**config.mk**
```make
export PLATFORM = sky130hd
export DESIGN_NAME = touch_coordinate_mapper_unit_flat
export DESIGN_NICKNAME = d
export VERILOG_FILES = /design/src/rtl/tcm_pkg.sv /design/src/rtl/tcm_if.sv /design/src/rtl/touch_coordinate_mapper_unit.sv /design/src/rtl/tcm_cfg_regs.sv /design/src/rtl/tcm_mul_div.sv /design/src/flat_wrapper.sv
export SDC_FILE = /design/constraint.sdc
export NUM_CORES = 1
export LEC_CHECK = 0
export ABC_AREA = 1
export ABC_CLOCK_PERIOD_IN_PS = 9000
export BUFFER_PORTS_ARGS = -buffer_cell sky130_fd_sc_hd__buf_2
export CORE_MARGIN = 10
export CORE_UTILIZATION = 50
export CTS_CLUSTER_DIAMETER = 80
export DETAILED_ROUTE_END_ITERATION = 10
export HOLD_SLACK_MARGIN = 0.06
export PLACE_DENSITY = 0.67
export SLEW_MARGIN = 25
export SYNTH_ARGS = -nofsm -noshare
export SYNTH_HDL_FRONTEND = slang
export SYNTH_SLANG_ARGS = --single-unit
```
**constraint.sdc**
```tcl
create_clock -name clk -period 9 [get_ports clk]
set_input_delay 1.35 -clock clk [delete_from_list [all_inputs] [get_ports clk]]
set_output_delay 1.35 -clock clk [all_outputs]
set_load 0.01 [all_outputs]
```
**src/rtl/tcm_pkg.sv**
```systemverilog
// Shared constants, register codes, state and configuration types of the touch coordinate mapper.
package tcm_pkg;

	localparam int RAW_W      = 12;
	localparam int THR_W      = 13;
	localparam int CFG_IDX_W  = 3;
	localparam int CFG_DATA_W = 13;
	localparam int POSX_W     = 8;
	localparam int POSY_W     = 9;

	localparam int SCREEN_WIDTH_DEF  = 240;
	localparam int SCREEN_HEIGHT_DEF = 320;

	localparam logic [RAW_W-1:0] X_LOW_RST  = 12'd301;
	localparam logic [RAW_W-1:0] X_HIGH_RST = 12'd3796;
	localparam logic [RAW_W-1:0] Y_LOW_RST  = 12'd151;
	localparam logic [RAW_W-1:0] Y_HIGH_RST = 12'd3605;
	localparam logic [THR_W-1:0] THR_RST    = 13'd5;

	typedef enum logic [CFG_IDX_W-1:0] {
		REG_X_LOW,
		REG_X_HIGH,
		REG_Y_LOW,
		REG_Y_HIGH,
		REG_THRESHOLD
	} reg_idx_t;

	typedef enum logic [2:0] {
		ST_IDLE,
		ST_X_GO,
		ST_X_WAIT,
		ST_Y_GO,
		ST_Y_WAIT,
		ST_DECIDE
	} tcm_state_t;

	typedef struct packed {
		logic [RAW_W-1:0] x_low;
		logic [RAW_W-1:0] x_high;
		logic [RAW_W-1:0] y_low;
		logic [RAW_W-1:0] y_high;
		logic [THR_W-1:0] threshold;
	} cfg_regs_t;

endpackage

```
**src/rtl/tcm_if.sv**
```systemverilog
// Request channel interfaces for raw samples, mapped results and register writes.
interface tcm_sample_if;
	import tcm_pkg::*;
	logic             valid;
	logic             ready;
	logic [RAW_W-1:0] raw_x;
	logic [RAW_W-1:0] raw_y;
	modport source(output valid, output raw_x, output raw_y, input ready);
	modport sink(input valid, input raw_x, input raw_y, output ready);
endinterface

interface tcm_result_if;
	import tcm_pkg::*;
	logic              valid;
	logic              ready;
	logic [POSX_W-1:0] pos_x;
	logic [POSY_W-1:0] pos_y;
	logic              updated;
	modport source(output valid, output pos_x, output pos_y, output updated, input ready);
	modport sink(input valid, input pos_x, input pos_y, input updated, output ready);
endinterface

interface tcm_cfg_if;
	import tcm_pkg::*;
	logic                  valid;
	logic                  ready;
	logic [CFG_IDX_W-1:0]  index;
	logic [CFG_DATA_W-1:0] data;
	modport source(output valid, output index, output data, input ready);
	modport sink(input valid, input index, input data, output ready);
endinterface

```
**src/rtl/touch_coordinate_mapper_unit.sv**
```systemverilog
// Top level of the touch coordinate mapper: sequencer, axis mapping and movement deadband.
// Each accepted raw sample is clamped to its calibrated window per axis and scaled onto the
// inverted display range by one shared multiply-and-divide unit, X first and then Y, and the
// held position is replaced only when the summed movement exceeds the threshold register.
// One result is delivered for every sample. The divider produces clog2(max(SCREEN_WIDTH,
// SCREEN_HEIGHT)) quotient bits per axis. The result sits in an output register, so a new
// sample is taken while the previous result still waits to be taken.
module touch_coordinate_mapper_unit #(
	parameter int SCREEN_WIDTH  = tcm_pkg::SCREEN_WIDTH_DEF,
	parameter int SCREEN_HEIGHT = tcm_pkg::SCREEN_HEIGHT_DEF
) (
	input  logic          clk,
	input  logic          arst_n,
	tcm_cfg_if.sink       cfg,
	tcm_sample_if.sink    sample,
	tcm_result_if.source  result
);
	import tcm_pkg::*;

	localparam int XW   = $clog2(SCREEN_WIDTH);
	localparam int YW   = $clog2(SCREEN_HEIGHT);
	localparam int CW   = (XW > YW) ? XW : YW;
	localparam int SUMW = CW + 1;
	localparam int CMPW = (SUMW > THR_W) ? SUMW : THR_W;
	localparam logic [CW-1:0] TOP_X = CW'(SCREEN_WIDTH - 1);
	localparam logic [CW-1:0] TOP_Y = CW'(SCREEN_HEIGHT - 1);

	cfg_regs_t   regs;
	tcm_state_t  state_q, state_d;

	logic [RAW_W-1:0] raw_x_q, raw_y_q;
	logic [CW-1:0]    nx_q, ny_q;
	logic [XW-1:0]    held_x_q;
	logic [YW-1:0]    held_y_q;
	logic [POSX_W-1:0] pos_x_q;
	logic [POSY_W-1:0] pos_y_q;
	logic             upd_q;
	logic             out_valid_q;

	logic             axis_y;
	logic [RAW_W-1:0] ax_raw, ax_lo, ax_hi, ax_clamp, op_a, op_div;
	logic [CW-1:0]    ax_top, mapped, quot;
	logic             unit_start, unit_done;
	logic             take_sample, store_x, store_y, load_out, out_free;

	logic [XW-1:0]    new_x, dx;
	logic [YW-1:0]    new_y, dy;
	logic [SUMW-1:0]  move_sum;
	logic             moved;

	tcm_cfg_regs u_regs (
		.clk    (clk),
		.arst_n (arst_n),
		.cfg    (cfg),
		.regs   (regs)
	);

	tcm_mul_div #(.CW(CW)) u_mul_div (
		.clk    (clk),
		.arst_n (arst_n),
		.start  (unit_start),
		.op_a   (op_a),
		.op_top (ax_top),
		.op_div (op_div),
		.done   (unit_done),
		.quot   (quot)
	);

	// A reversed window clamps the raw value to one of its bounds and maps to zero.
	always_comb begin
		axis_y = (state_q == ST_Y_GO) || (state_q == ST_Y_WAIT);
		ax_raw = axis_y ? raw_y_q : raw_x_q;
		ax_lo  = axis_y ? regs.y_low : regs.x_low;
		ax_hi  = axis_y ? regs.y_high : regs.x_high;
		ax_top = axis_y ? TOP_Y : TOP_X;
		if (ax_raw < ax_lo) begin
			ax_clamp = ax_lo;
		end else if (ax_raw > ax_hi) begin
			ax_clamp = ax_hi;
		end else begin
			ax_clamp = ax_raw;
		end
		op_a   = ax_clamp - ax_lo;
		op_div = ax_hi - ax_lo;
		if (ax_hi == ax_lo) begin
			mapped = ax_top;
		end else if (ax_lo > ax_hi) begin
			mapped = '0;
		end else begin
			mapped = ax_top - quot;
		end
	end

	always_comb begin
		new_x    = XW'(nx_q);
		new_y    = YW'(ny_q);
		dx       = (new_x > held_x_q) ? new_x - held_x_q : held_x_q - new_x;
		dy       = (new_y > held_y_q) ? new_y - held_y_q : held_y_q - new_y;
		move_sum = SUMW'(dx) + SUMW'(dy);
		moved    = CMPW'(move_sum) > CMPW'(regs.threshold);
		out_free = !out_valid_q || result.ready;
	end

	always_ff @(posedge clk or negedge arst_n) begin
		if (!arst_n) begin
			state_q <= ST_IDLE;
		end else begin
			state_q <= state_d;
		end
	end

	always_comb begin
		state_d     = state_q;
		take_sample = 1'b0;
		unit_start  = 1'b0;
		store_x     = 1'b0;
		store_y     = 1'b0;
		load_out    = 1'b0;
		case (state_q)
			ST_IDLE: begin
				take_sample = 1'b1;
				if (sample.valid) begin
					state_d = ST_X_GO;
				end
			end
			ST_X_GO: begin
				unit_start = 1'b1;
				state_d    = ST_X_WAIT;
			end
			ST_X_WAIT: begin
				if (unit_done) begin
					store_x = 1'b1;
					state_d = ST_Y_GO;
				end
			end
			ST_Y_GO: begin
				unit_start = 1'b1;
				state_d    = ST_Y_WAIT;
			end
			ST_Y_WAIT: begin
				if (unit_done) begin
					store_y = 1'b1;
					state_d = ST_DECIDE;
				end
			end
			ST_DECIDE: begin
				if (out_free) begin
					load_out = 1'b1;
					state_d  = ST_IDLE;
				end
			end
			default: begin
				state_d = ST_IDLE;
			end
		endcase
	end

	assign sample.ready   = take_sample;
	assign result.valid   = out_valid_q;
	assign result.pos_x   = pos_x_q;
	assign result.pos_y   = pos_y_q;
	assign result.updated = upd_q;

	always_ff @(posedge clk or negedge arst_n) begin
		if (!arst_n) begin
			held_x_q    <= '0;
			held_y_q    <= '0;
			out_valid_q <= 1'b0;
		end else begin
			if (load_out) begin
				out_valid_q <= 1'b1;
				if (moved) begin
					held_x_q <= new_x;
					held_y_q <= new_y;
				end
			end else if (result.ready) begin
				out_valid_q <= 1'b0;
			end
		end
	end

	always_ff @(posedge clk) begin
		if (take_sample && sample.valid) begin
			raw_x_q <= sample.raw_x;
			raw_y_q <= sample.raw_y;
		end
		if (store_x) begin
			nx_q <= mapped;
		end
		if (store_y) begin
			ny_q <= mapped;
		end
		if (load_out) begin
			pos_x_q <= moved ? POSX_W'(new_x) : POSX_W'(held_x_q);
			pos_y_q <= moved ? POSY_W'(new_y) : POSY_W'(held_y_q);
			upd_q   <= moved;
		end
	end
endmodule

```
**src/rtl/tcm_cfg_regs.sv**
```systemverilog
// Calibration window and movement threshold registers with their write port.
module tcm_cfg_regs (
	input  logic              clk,
	input  logic              arst_n,
	tcm_cfg_if.sink           cfg,
	output tcm_pkg::cfg_regs_t regs
);
	import tcm_pkg::*;

	cfg_regs_t regs_q;

	assign cfg.ready = 1'b1;
	assign regs      = regs_q;

	always_ff @(posedge clk or negedge arst_n) begin
		if (!arst_n) begin
			regs_q.x_low     <= X_LOW_RST;
			regs_q.x_high    <= X_HIGH_RST;
			regs_q.y_low     <= Y_LOW_RST;
			regs_q.y_high    <= Y_HIGH_RST;
			regs_q.threshold <= THR_RST;
		end else if (cfg.valid) begin
			case (reg_idx_t'(cfg.index))
				REG_X_LOW:     regs_q.x_low     <= cfg.data[RAW_W-1:0];
				REG_X_HIGH:    regs_q.x_high    <= cfg.data[RAW_W-1:0];
				REG_Y_LOW:     regs_q.y_low     <= cfg.data[RAW_W-1:0];
				REG_Y_HIGH:    regs_q.y_high    <= cfg.data[RAW_W-1:0];
				REG_THRESHOLD: regs_q.threshold <= cfg.data[THR_W-1:0];
				default: begin
				end
			endcase
		end
	end
endmodule

```
**src/rtl/tcm_mul_div.sv**
```systemverilog
// Shared scaling unit: one registered multiply followed by a restoring divide, one quotient bit a cycle.
module tcm_mul_div #(
	parameter int CW = 9
) (
	input  logic                     clk,
	input  logic                     arst_n,
	input  logic                     start,
	input  logic [tcm_pkg::RAW_W-1:0] op_a,
	input  logic [CW-1:0]            op_top,
	input  logic [tcm_pkg::RAW_W-1:0] op_div,
	output logic                     done,
	output logic [CW-1:0]            quot
);
	import tcm_pkg::*;

	localparam int NW   = RAW_W + CW;
	localparam int CNTW = $clog2(CW + 1);

	logic [NW-1:0]   rem_q;
	logic [NW-1:0]   dsh_q;
	logic [CW-1:0]   quot_q;
	logic [CNTW-1:0] cnt_q;
	logic            done_q;
	logic            ge;

	assign ge   = rem_q >= dsh_q;
	assign done = done_q;
	assign quot = quot_q;

	always_ff @(posedge clk or negedge arst_n) begin
		if (!arst_n) begin
			cnt_q  <= '0;
			done_q <= 1'b0;
		end else if (start) begin
			cnt_q  <= CNTW'(CW);
			done_q <= 1'b0;
		end else if (cnt_q != '0) begin
			cnt_q  <= cnt_q - CNTW'(1);
			done_q <= (cnt_q == CNTW'(1));
		end else begin
			done_q <= 1'b0;
		end
	end

	always_ff @(posedge clk) begin
		if (start) begin
			rem_q  <= NW'(op_a) * NW'(op_top);
			dsh_q  <= NW'(op_div) << (CW - 1);
			quot_q <= '0;
		end else if (cnt_q != '0) begin
			if (ge) begin
				rem_q <= rem_q - dsh_q;
			end
			dsh_q  <= dsh_q >> 1;
			quot_q <= CW'({quot_q, ge});
		end
	end
endmodule
```
**src/flat_wrapper.sv**
```systemverilog
// flat-port wrapper written by rule: the top's interface ports become plain ports
module touch_coordinate_mapper_unit_flat import tcm_pkg::*;
#(
	parameter int SCREEN_WIDTH  = tcm_pkg::SCREEN_WIDTH_DEF,
	parameter int SCREEN_HEIGHT = tcm_pkg::SCREEN_HEIGHT_DEF
)
  (clk, arst_n, cfg_valid, cfg_index, cfg_data, cfg_ready, sample_valid, sample_raw_x, sample_raw_y, sample_ready, result_valid, result_pos_x, result_pos_y, result_updated, result_ready);
  tcm_cfg_if cfg_i ();
  tcm_sample_if sample_i ();
  tcm_result_if result_i ();
  input  logic clk;
  input  logic arst_n;
  input wire logic [$bits(cfg_i.valid)-1:0] cfg_valid;
  input wire logic [$bits(cfg_i.index)-1:0] cfg_index;
  input wire logic [$bits(cfg_i.data)-1:0] cfg_data;
  output wire logic [$bits(cfg_i.ready)-1:0] cfg_ready;
  input wire logic [$bits(sample_i.valid)-1:0] sample_valid;
  input wire logic [$bits(sample_i.raw_x)-1:0] sample_raw_x;
  input wire logic [$bits(sample_i.raw_y)-1:0] sample_raw_y;
  output wire logic [$bits(sample_i.ready)-1:0] sample_ready;
  output wire logic [$bits(result_i.valid)-1:0] result_valid;
  output wire logic [$bits(result_i.pos_x)-1:0] result_pos_x;
  output wire logic [$bits(result_i.pos_y)-1:0] result_pos_y;
  output wire logic [$bits(result_i.updated)-1:0] result_updated;
  input wire logic [$bits(result_i.ready)-1:0] result_ready;
  assign cfg_i.valid = cfg_valid;
  assign cfg_i.index = cfg_index;
  assign cfg_i.data = cfg_data;
  assign cfg_ready = cfg_i.ready;
  assign sample_i.valid = sample_valid;
  assign sample_i.raw_x = sample_raw_x;
  assign sample_i.raw_y = sample_raw_y;
  assign sample_ready = sample_i.ready;
  assign result_valid = result_i.valid;
  assign result_pos_x = result_i.pos_x;
  assign result_pos_y = result_i.pos_y;
  assign result_updated = result_i.updated;
  assign result_i.ready = result_ready;
  touch_coordinate_mapper_unit #(.SCREEN_WIDTH(SCREEN_WIDTH), .SCREEN_HEIGHT(SCREEN_HEIGHT)) u_core (.clk(clk), .arst_n(arst_n), .cfg(cfg_i), .sample(sample_i), .result(result_i));
endmodule
```
# After elaboration in Yosys (flattened, before gate mapping)
# Index checks and enable logic that the tools add are counted.
dict set report classes {
  addsub 10
  n_mul 1
  div 0
  n_lt_le_gt_ge 7
  n_eq_ne 15
  shift 0
  muxes 35
  n_bitwise 0
  reduce_logical 18
}
# operator n
set ops {}
lappend ops {{21-bit two-way mux} 3}
lappend ops {{12-bit two-way mux} 5}
lappend ops {{9-bit two-way mux} 5}
lappend ops {{20-bit two-way mux} 2}
lappend ops {{9-bit subtractor} 3}
lappend ops {{12-bit > comparator} 2}
lappend ops {{12-bit subtractor} 2}
lappend ops {{21-bit by 20-bit >= comparator with 1-bit output} 1}
lappend ops {{12-bit by 9-bit multiplier with 21-bit output} 1}
lappend ops {{21-bit by 20-bit subtractor with 21-bit output} 1}
lappend ops {{3-bit case mux with 6 select lines} 1}
lappend ops {{8-bit two-way mux} 2}
lappend ops {{8-bit subtractor} 2}
lappend ops {{10-bit by 13-bit > comparator with 1-bit output} 1}
lappend ops {{12-bit equality test} 1}
lappend ops {{3-bit by 2-bit equality test with 1-bit output (second input constant)} 4}
lappend ops {{12-bit less-than comparator} 1}
lappend ops {{3-bit two-way mux} 4}
lappend ops {{2-bit AND reduction} 6}
lappend ops {{1-bit two-way mux} 11}
lappend ops {{8-bit by 9-bit adder with 10-bit output} 1}
lappend ops {{3-bit equality test (second input constant)} 3}
lappend ops {{9-bit > comparator} 1}
lappend ops {{8-bit > comparator} 1}
lappend ops {{14 further kinds} 22}
dict set report word_totals {
  ff_bits 196
  latchBits 0
  mem_bits_rw 0
  mem_bits_ro 0
  wordCells 108
  n_memories 0
}

# Depth between registers and ports, before layout
dict set report depth {
  word_depth 9
  mapped_depth 53
}

# Hierarchy
# From an unflattened synthesis, not the netlist that was laid out.
dict set report unflattened {
  cells_unflattened 2325
  hier_area_um2 17620.6
}
# module n_inst cells_each area_per_inst_um2 seq_area_each_um2
set modules_own_cells {}
lappend modules_own_cells {touch_coordinate_mapper_unit 1 1021 7848.8 2297.2}
lappend modules_own_cells {tcm_mul_div 1 1024 7226.9 1456.4}
lappend modules_own_cells {tcm_cfg_regs 1 280 2544.9 1557.7}

# Least setup slack after synthesis
# No wires, ideal clock.
dict set report synth_path {
  path_kind {register to register}
  from {reg u_core.state_q[1]}
  to {reg u_core.u_mul_div.rem_q[16] (data pin)}
  setup_time_ns 0.256
  t_arrival_ns 7.908
  slack_ns 0.837
  path_stages_with_launch 46
  path_buffers 4
  period_less_slack_ns 8.163
  path_cell_list {dfrtp_1 buf_6 nor2_2 nand2_2 nand2_2 buf_6 buf_2 nand2_1 o21ai_0 inv_1 ha_1 nand2_1 nand2_1 nand2_1 nand2_1 nand2_1 nand3_1 nand2_1 [10 not listed] xor2_1 inv_1 fa_1 inv_1 fa_1 fa_1 inv_1 fa_1 inv_1 ha_1 a21o_1 a21oi_1 o21ai_1 a21boi_0 o21ai_0 or2_2 nand3_1 nand2_1}
}
dict set report synth_between {
  elab_chain_len 9
  word_cells_on_any_way 17
}
# item line
set synth_rtl {}
lappend synth_rtl {{start, declared} touch_coordinate_mapper_unit.sv:29} ;# tcm_state_t state_q, state_d;
lappend synth_rtl {{start signal, assigned} touch_coordinate_mapper_unit.sv:108} ;# state_q <= state_d;
lappend synth_rtl {{3-bit by 2-bit equality test with 1-bit output or 3-bit equality test (tied branches)} {touch_coordinate_mapper_unit.sv:71, touch_coordinate_mapper_unit.sv:119}}
lappend synth_rtl {{1-bit logical OR} touch_coordinate_mapper_unit.sv:71} ;# axis_y = (state_q == ST_Y_GO) || (state_q == ST_Y_WAIT);
lappend synth_rtl {{12-bit two-way mux (on tied branches)} {touch_coordinate_mapper_unit.sv:72, touch_coordinate_mapper_unit.sv:74}}
lappend synth_rtl {{12-bit > comparator} touch_coordinate_mapper_unit.sv:78} ;# end else if (ax_raw > ax_hi) begin
lappend synth_rtl {{12-bit two-way mux} touch_coordinate_mapper_unit.sv:78}
lappend synth_rtl {{12-bit two-way mux} touch_coordinate_mapper_unit.sv:76} ;# if (ax_raw < ax_lo) begin
lappend synth_rtl {{12-bit subtractor} touch_coordinate_mapper_unit.sv:83} ;# op_a = ax_clamp - ax_lo;
lappend synth_rtl {{12-bit by 9-bit multiplier with 21-bit output} tcm_mul_div.sv:47} ;# rem_q <= NW'(op_a) * NW'(op_top);
lappend synth_rtl {{21-bit two-way mux *} tcm_mul_div.sv:46} ;# if (start) begin
lappend synth_rtl {{end signal, assigned} tcm_mul_div.sv:47}
lappend synth_rtl {{end signal, assigned} tcm_mul_div.sv:52} ;# rem_q <= rem_q - dsh_q;
lappend synth_rtl {{end, declared} tcm_mul_div.sv:19} ;# logic [NW-1:0] rem_q;
# Every way passes the cells marked *; elsewhere a longest branch is shown, timed or not.
# A chain may end at the register's enable or synchronous reset.

# Worst setup path in the final report
dict set report layout_path {
  from {reg u_core.state_q[2]}
  to {reg u_core.u_mul_div.rem_q[19] (data pin)}
}
# The elaborated chain is that of the path after synthesis.

==> results.yml <==
logic_synthesis:
  ys_types: 55
  synthTopCellsByCount: "nand2_1, inv_1, o21ai_0, ha_1, a21oi_1"
  synth_flop_cell: "edfxtp_1"
  synthesis.nets: 2221
  synth_cells: 1935
  synthArstFlopShare: 0.4439
  synth.avg_cell_area_um2: 8.195
  synth_edf_count: 92
  yosys_register_bits: 196
  syn-cell-area_um2: 15860
  seq_area_frac_synth: 0.3350
  ys_warn_count: 0
  yosysMostFrequentCell: "nand2_1"
  synth_top_area_share: 0.1742
  ys_top_cells_by_area: "edfxtp_1, ha_1, dfrtp_1"
  synth_top_area_cell: "edfxtp_1"
timing:
  fin_skew_ns: 0.01425
  max_clock_freq_mhz: 117.9
  tns_ns: 0
  finalHoldViolations: 0
  setup_viol: 0
  worst_pin_slew_ns: 0.9462
  relSlewSlack: 0.3677
  fin_crit_sh: 0.9424
  drv_slew: 0
  post-route-min-period_ns: 8.482
  hold_ws_ns: 0.4834
route:
  vias_per_cell: 5.292
  ant_nets: 0
  detail_route.first_pass.iterations: 5
  drc_errors: 0
  wl_um: 39340
  wl_per_cell_um: 16.29
  drtIter0Drc: 771
  num_vias: 12781
worst_setup_path:
  critPathRequiredTime_ns: 9.20
  path_buf_inv: 10
  critPathMaxFanout: 10
  start_kind: "flip-flop"
  r2r_start: "u_core.state_q[2]$_DFFE_PN0P_"
  rr_endpoint: "u_core.u_mul_div.rem_q[19]$_DFFE_PP_"
  path_delay_family: "adder cells"
  crit_path_start: "u_core.state_q[2]$_DFFE_PN0P_"
  crit_path_top_delay_cell: "fa_1"
  cp_num_cells: 39
  cp_common_cell: "inv_1"
  regToRegSetupSlack_ns: 0.52
  path_class: "flip-flop to flip-flop"
  endpoint_kind: "flip-flop"
  slowest_delay_ns: 0.54
  crit_end: "u_core.u_mul_div.rem_q[19]$_DFFE_PP_"
  rr_worst_depth: 39
  worst_ep_arrival_time_ns: 8.68
global_routing:
  grt_pass1_wl_um: 63840
  overflow: 0
  grt_pass1_vias: 12523
  track_usage: 0.2025
  antenna_found_initial: 0
  grt_max_degree: 71
clock_tree:
  cts_buffers: 17
  clk_path_buf_depth: 2
  cts.htree.levels: 4
  cts-root-buf: "clkbuf_16"
  clk_pin_slew_ns: 0.08
  hold_buffers: 0
  cts_tree: "built"
  clock-sinks: 196
  clk_latency_ns: 0.45
hold_path:
  hold_start: "u_core.u_regs.regs[9]$_DFFE_PN0P_"
  hold_class: "flip-flop to flip-flop"
floorplan:
  start_util: 0.5051
  coreArea_um2: 31390
  die_width_um: 198.1
  top_level_ports: 66
  rows: 65
  die_y_um: 198.1
  die_area_um2: 39240
final_layout:
  multi_input_area_um2: 9128
  final_nets: 2286
  fin_area_um2: 17430
  fillerInstances: 2916
  drive_gt1_frac: 0.1068
  syn_to_final_growth_pct: 9.895
  register_area_um2: 5313
  diodes: 0
placement:
  hpwl_um: 31350
  place.gp.congestion: 0.9726
  io_buffers: 64
  postPlaceCellArea_um2: 16680
run_status:
  status: "completed"
run:
  drv_cap: 0
[logic make-up (layout without fill, tap and decap cells)]
logic type | count (synthesis) | after routing | synth area share
and+or+nand+nor | 604 | 604 | 0.1569
AOI/OAI and AO/OA | 431 | 431 | 0.1522
buffers and inverters | 393 | 471 | 0.09501
adders and majority gates | 241 | 241 | 0.2200
DFF | 196 | 196 | 0.3350
xor gates and xnor gates | 56 | 56 | 0.03235
muxes | 13 | 13 | 0.008286
other | 1 | 1 | 0.0002365
[worst min-delay path: cells and delay by family, from the launching register on]
family | cells | cell delay [ns]
AND/OR/NAND/NOR | 1 | 0.05
flip-flops | 1 | 0.35
AO/OA/AOI/OAI | 1 | 0.06
[per-layer routing]
| layer | vias to the layer above | global-route usage | routed length [um] |
|---|---|---|---|
| met5 | - | 0 | 0 |
| met4 | 0 | 0.05410 | 677 |
| met3 | 34 | 0.02529 | 1193 |
| met2 | 237 | 0.3511 | 19730 |
| met1 | 6033 | 0.2604 | 17740 |
| li1 | 6477 | - | - |
[registers in the layout, indices dropped and copies added, names as in the netlist, 3 cells and up]
signal                  flops
u_core.raw_y_q             12
u_core.u_mul_div.dsh_q     20
u_core.nx_q                 8
u_core.held_x_q             8
u_core.result.pos_x         8
u_core.u_mul_div.cnt_q      4
u_core.new_y                9
u_core.raw_x_q             12
u_core.state_q              3
u_core.held_y_q             9
u_core.u_mul_div.quot       9
u_core.u_mul_div.rem_q     21
u_core.result.pos_y         9
u_core.u_regs.regs         61
[metrics by stage]
stage | setup slack [ns] | util | cells
after floorplan | 0.8365 | - | 1935
after global placement | 0.3728 | 0.5311 | 2375
after detailed placement | 0.1363 | 0.5312 | 2375
after CTS | 0.08279 | 0.5499 | 2407
after global routing | -0.03522 | 0.5551 | 2415
final | 0.5181 | 0.5551 | 2415
[worst min path at each step]
stage	cells after the start	end	slack (ns)
3_3_place_gp	2	u_core.u_regs.regs[11]$_DFFE_PN0P_	0.46
3_5_place_dp	2	u_core.u_regs.regs[7]$_DFFE_PN0P_	0.47
6_report	2	u_core.u_regs.regs[9]$_DFFE_PN0P_	0.48
4_1_cts	2	u_core.u_regs.regs[9]$_DFFE_PN0P_	0.49
5_1_grt	2	u_core.u_regs.regs[4]$_DFFE_PN0P_	0.51
2_1_floorplan	2	u_core.u_regs.regs[36]$_DFFE_PN0P_	0.45
[cell usage in the layout, fill, tap and decap left out, types with 17 or more instances in the layout]
cell	count
clkbuf_16	18
fa_1	63
dfstp_2	25
edfxtp_1	92
dfrtp_1	61
inv_1	333
dfxtp_1	17
buf_4	33
o22ai_1	18
xnor2_1	17
nand3_1	46
xor2_1	35
buf_2	63
nand2_1	408
a21oi_1	110
nor2_1	84
o21ai_0	207
ha_1	178
[layout make-up]
type                    instances  share of cell area
repair inverters                1           0.0004308
clock buffers                  17             0.02441
clock inverters                15            0.009263
flip-flops and latches        196              0.3049
inverters                     340             0.07345
multi-input cells            1346              0.5238
repair buffers                 98             0.03490
well taps                     402             0.02886
[what timing repair did]
action                     CTS  global route
setup endpoints to repair    0            11
setup buffers                0             6
resized for setup            0            22
Power is left out: the tool's default activity adds up to more than one toggle a clock period on the data nets, which glitch-free logic cannot reach.
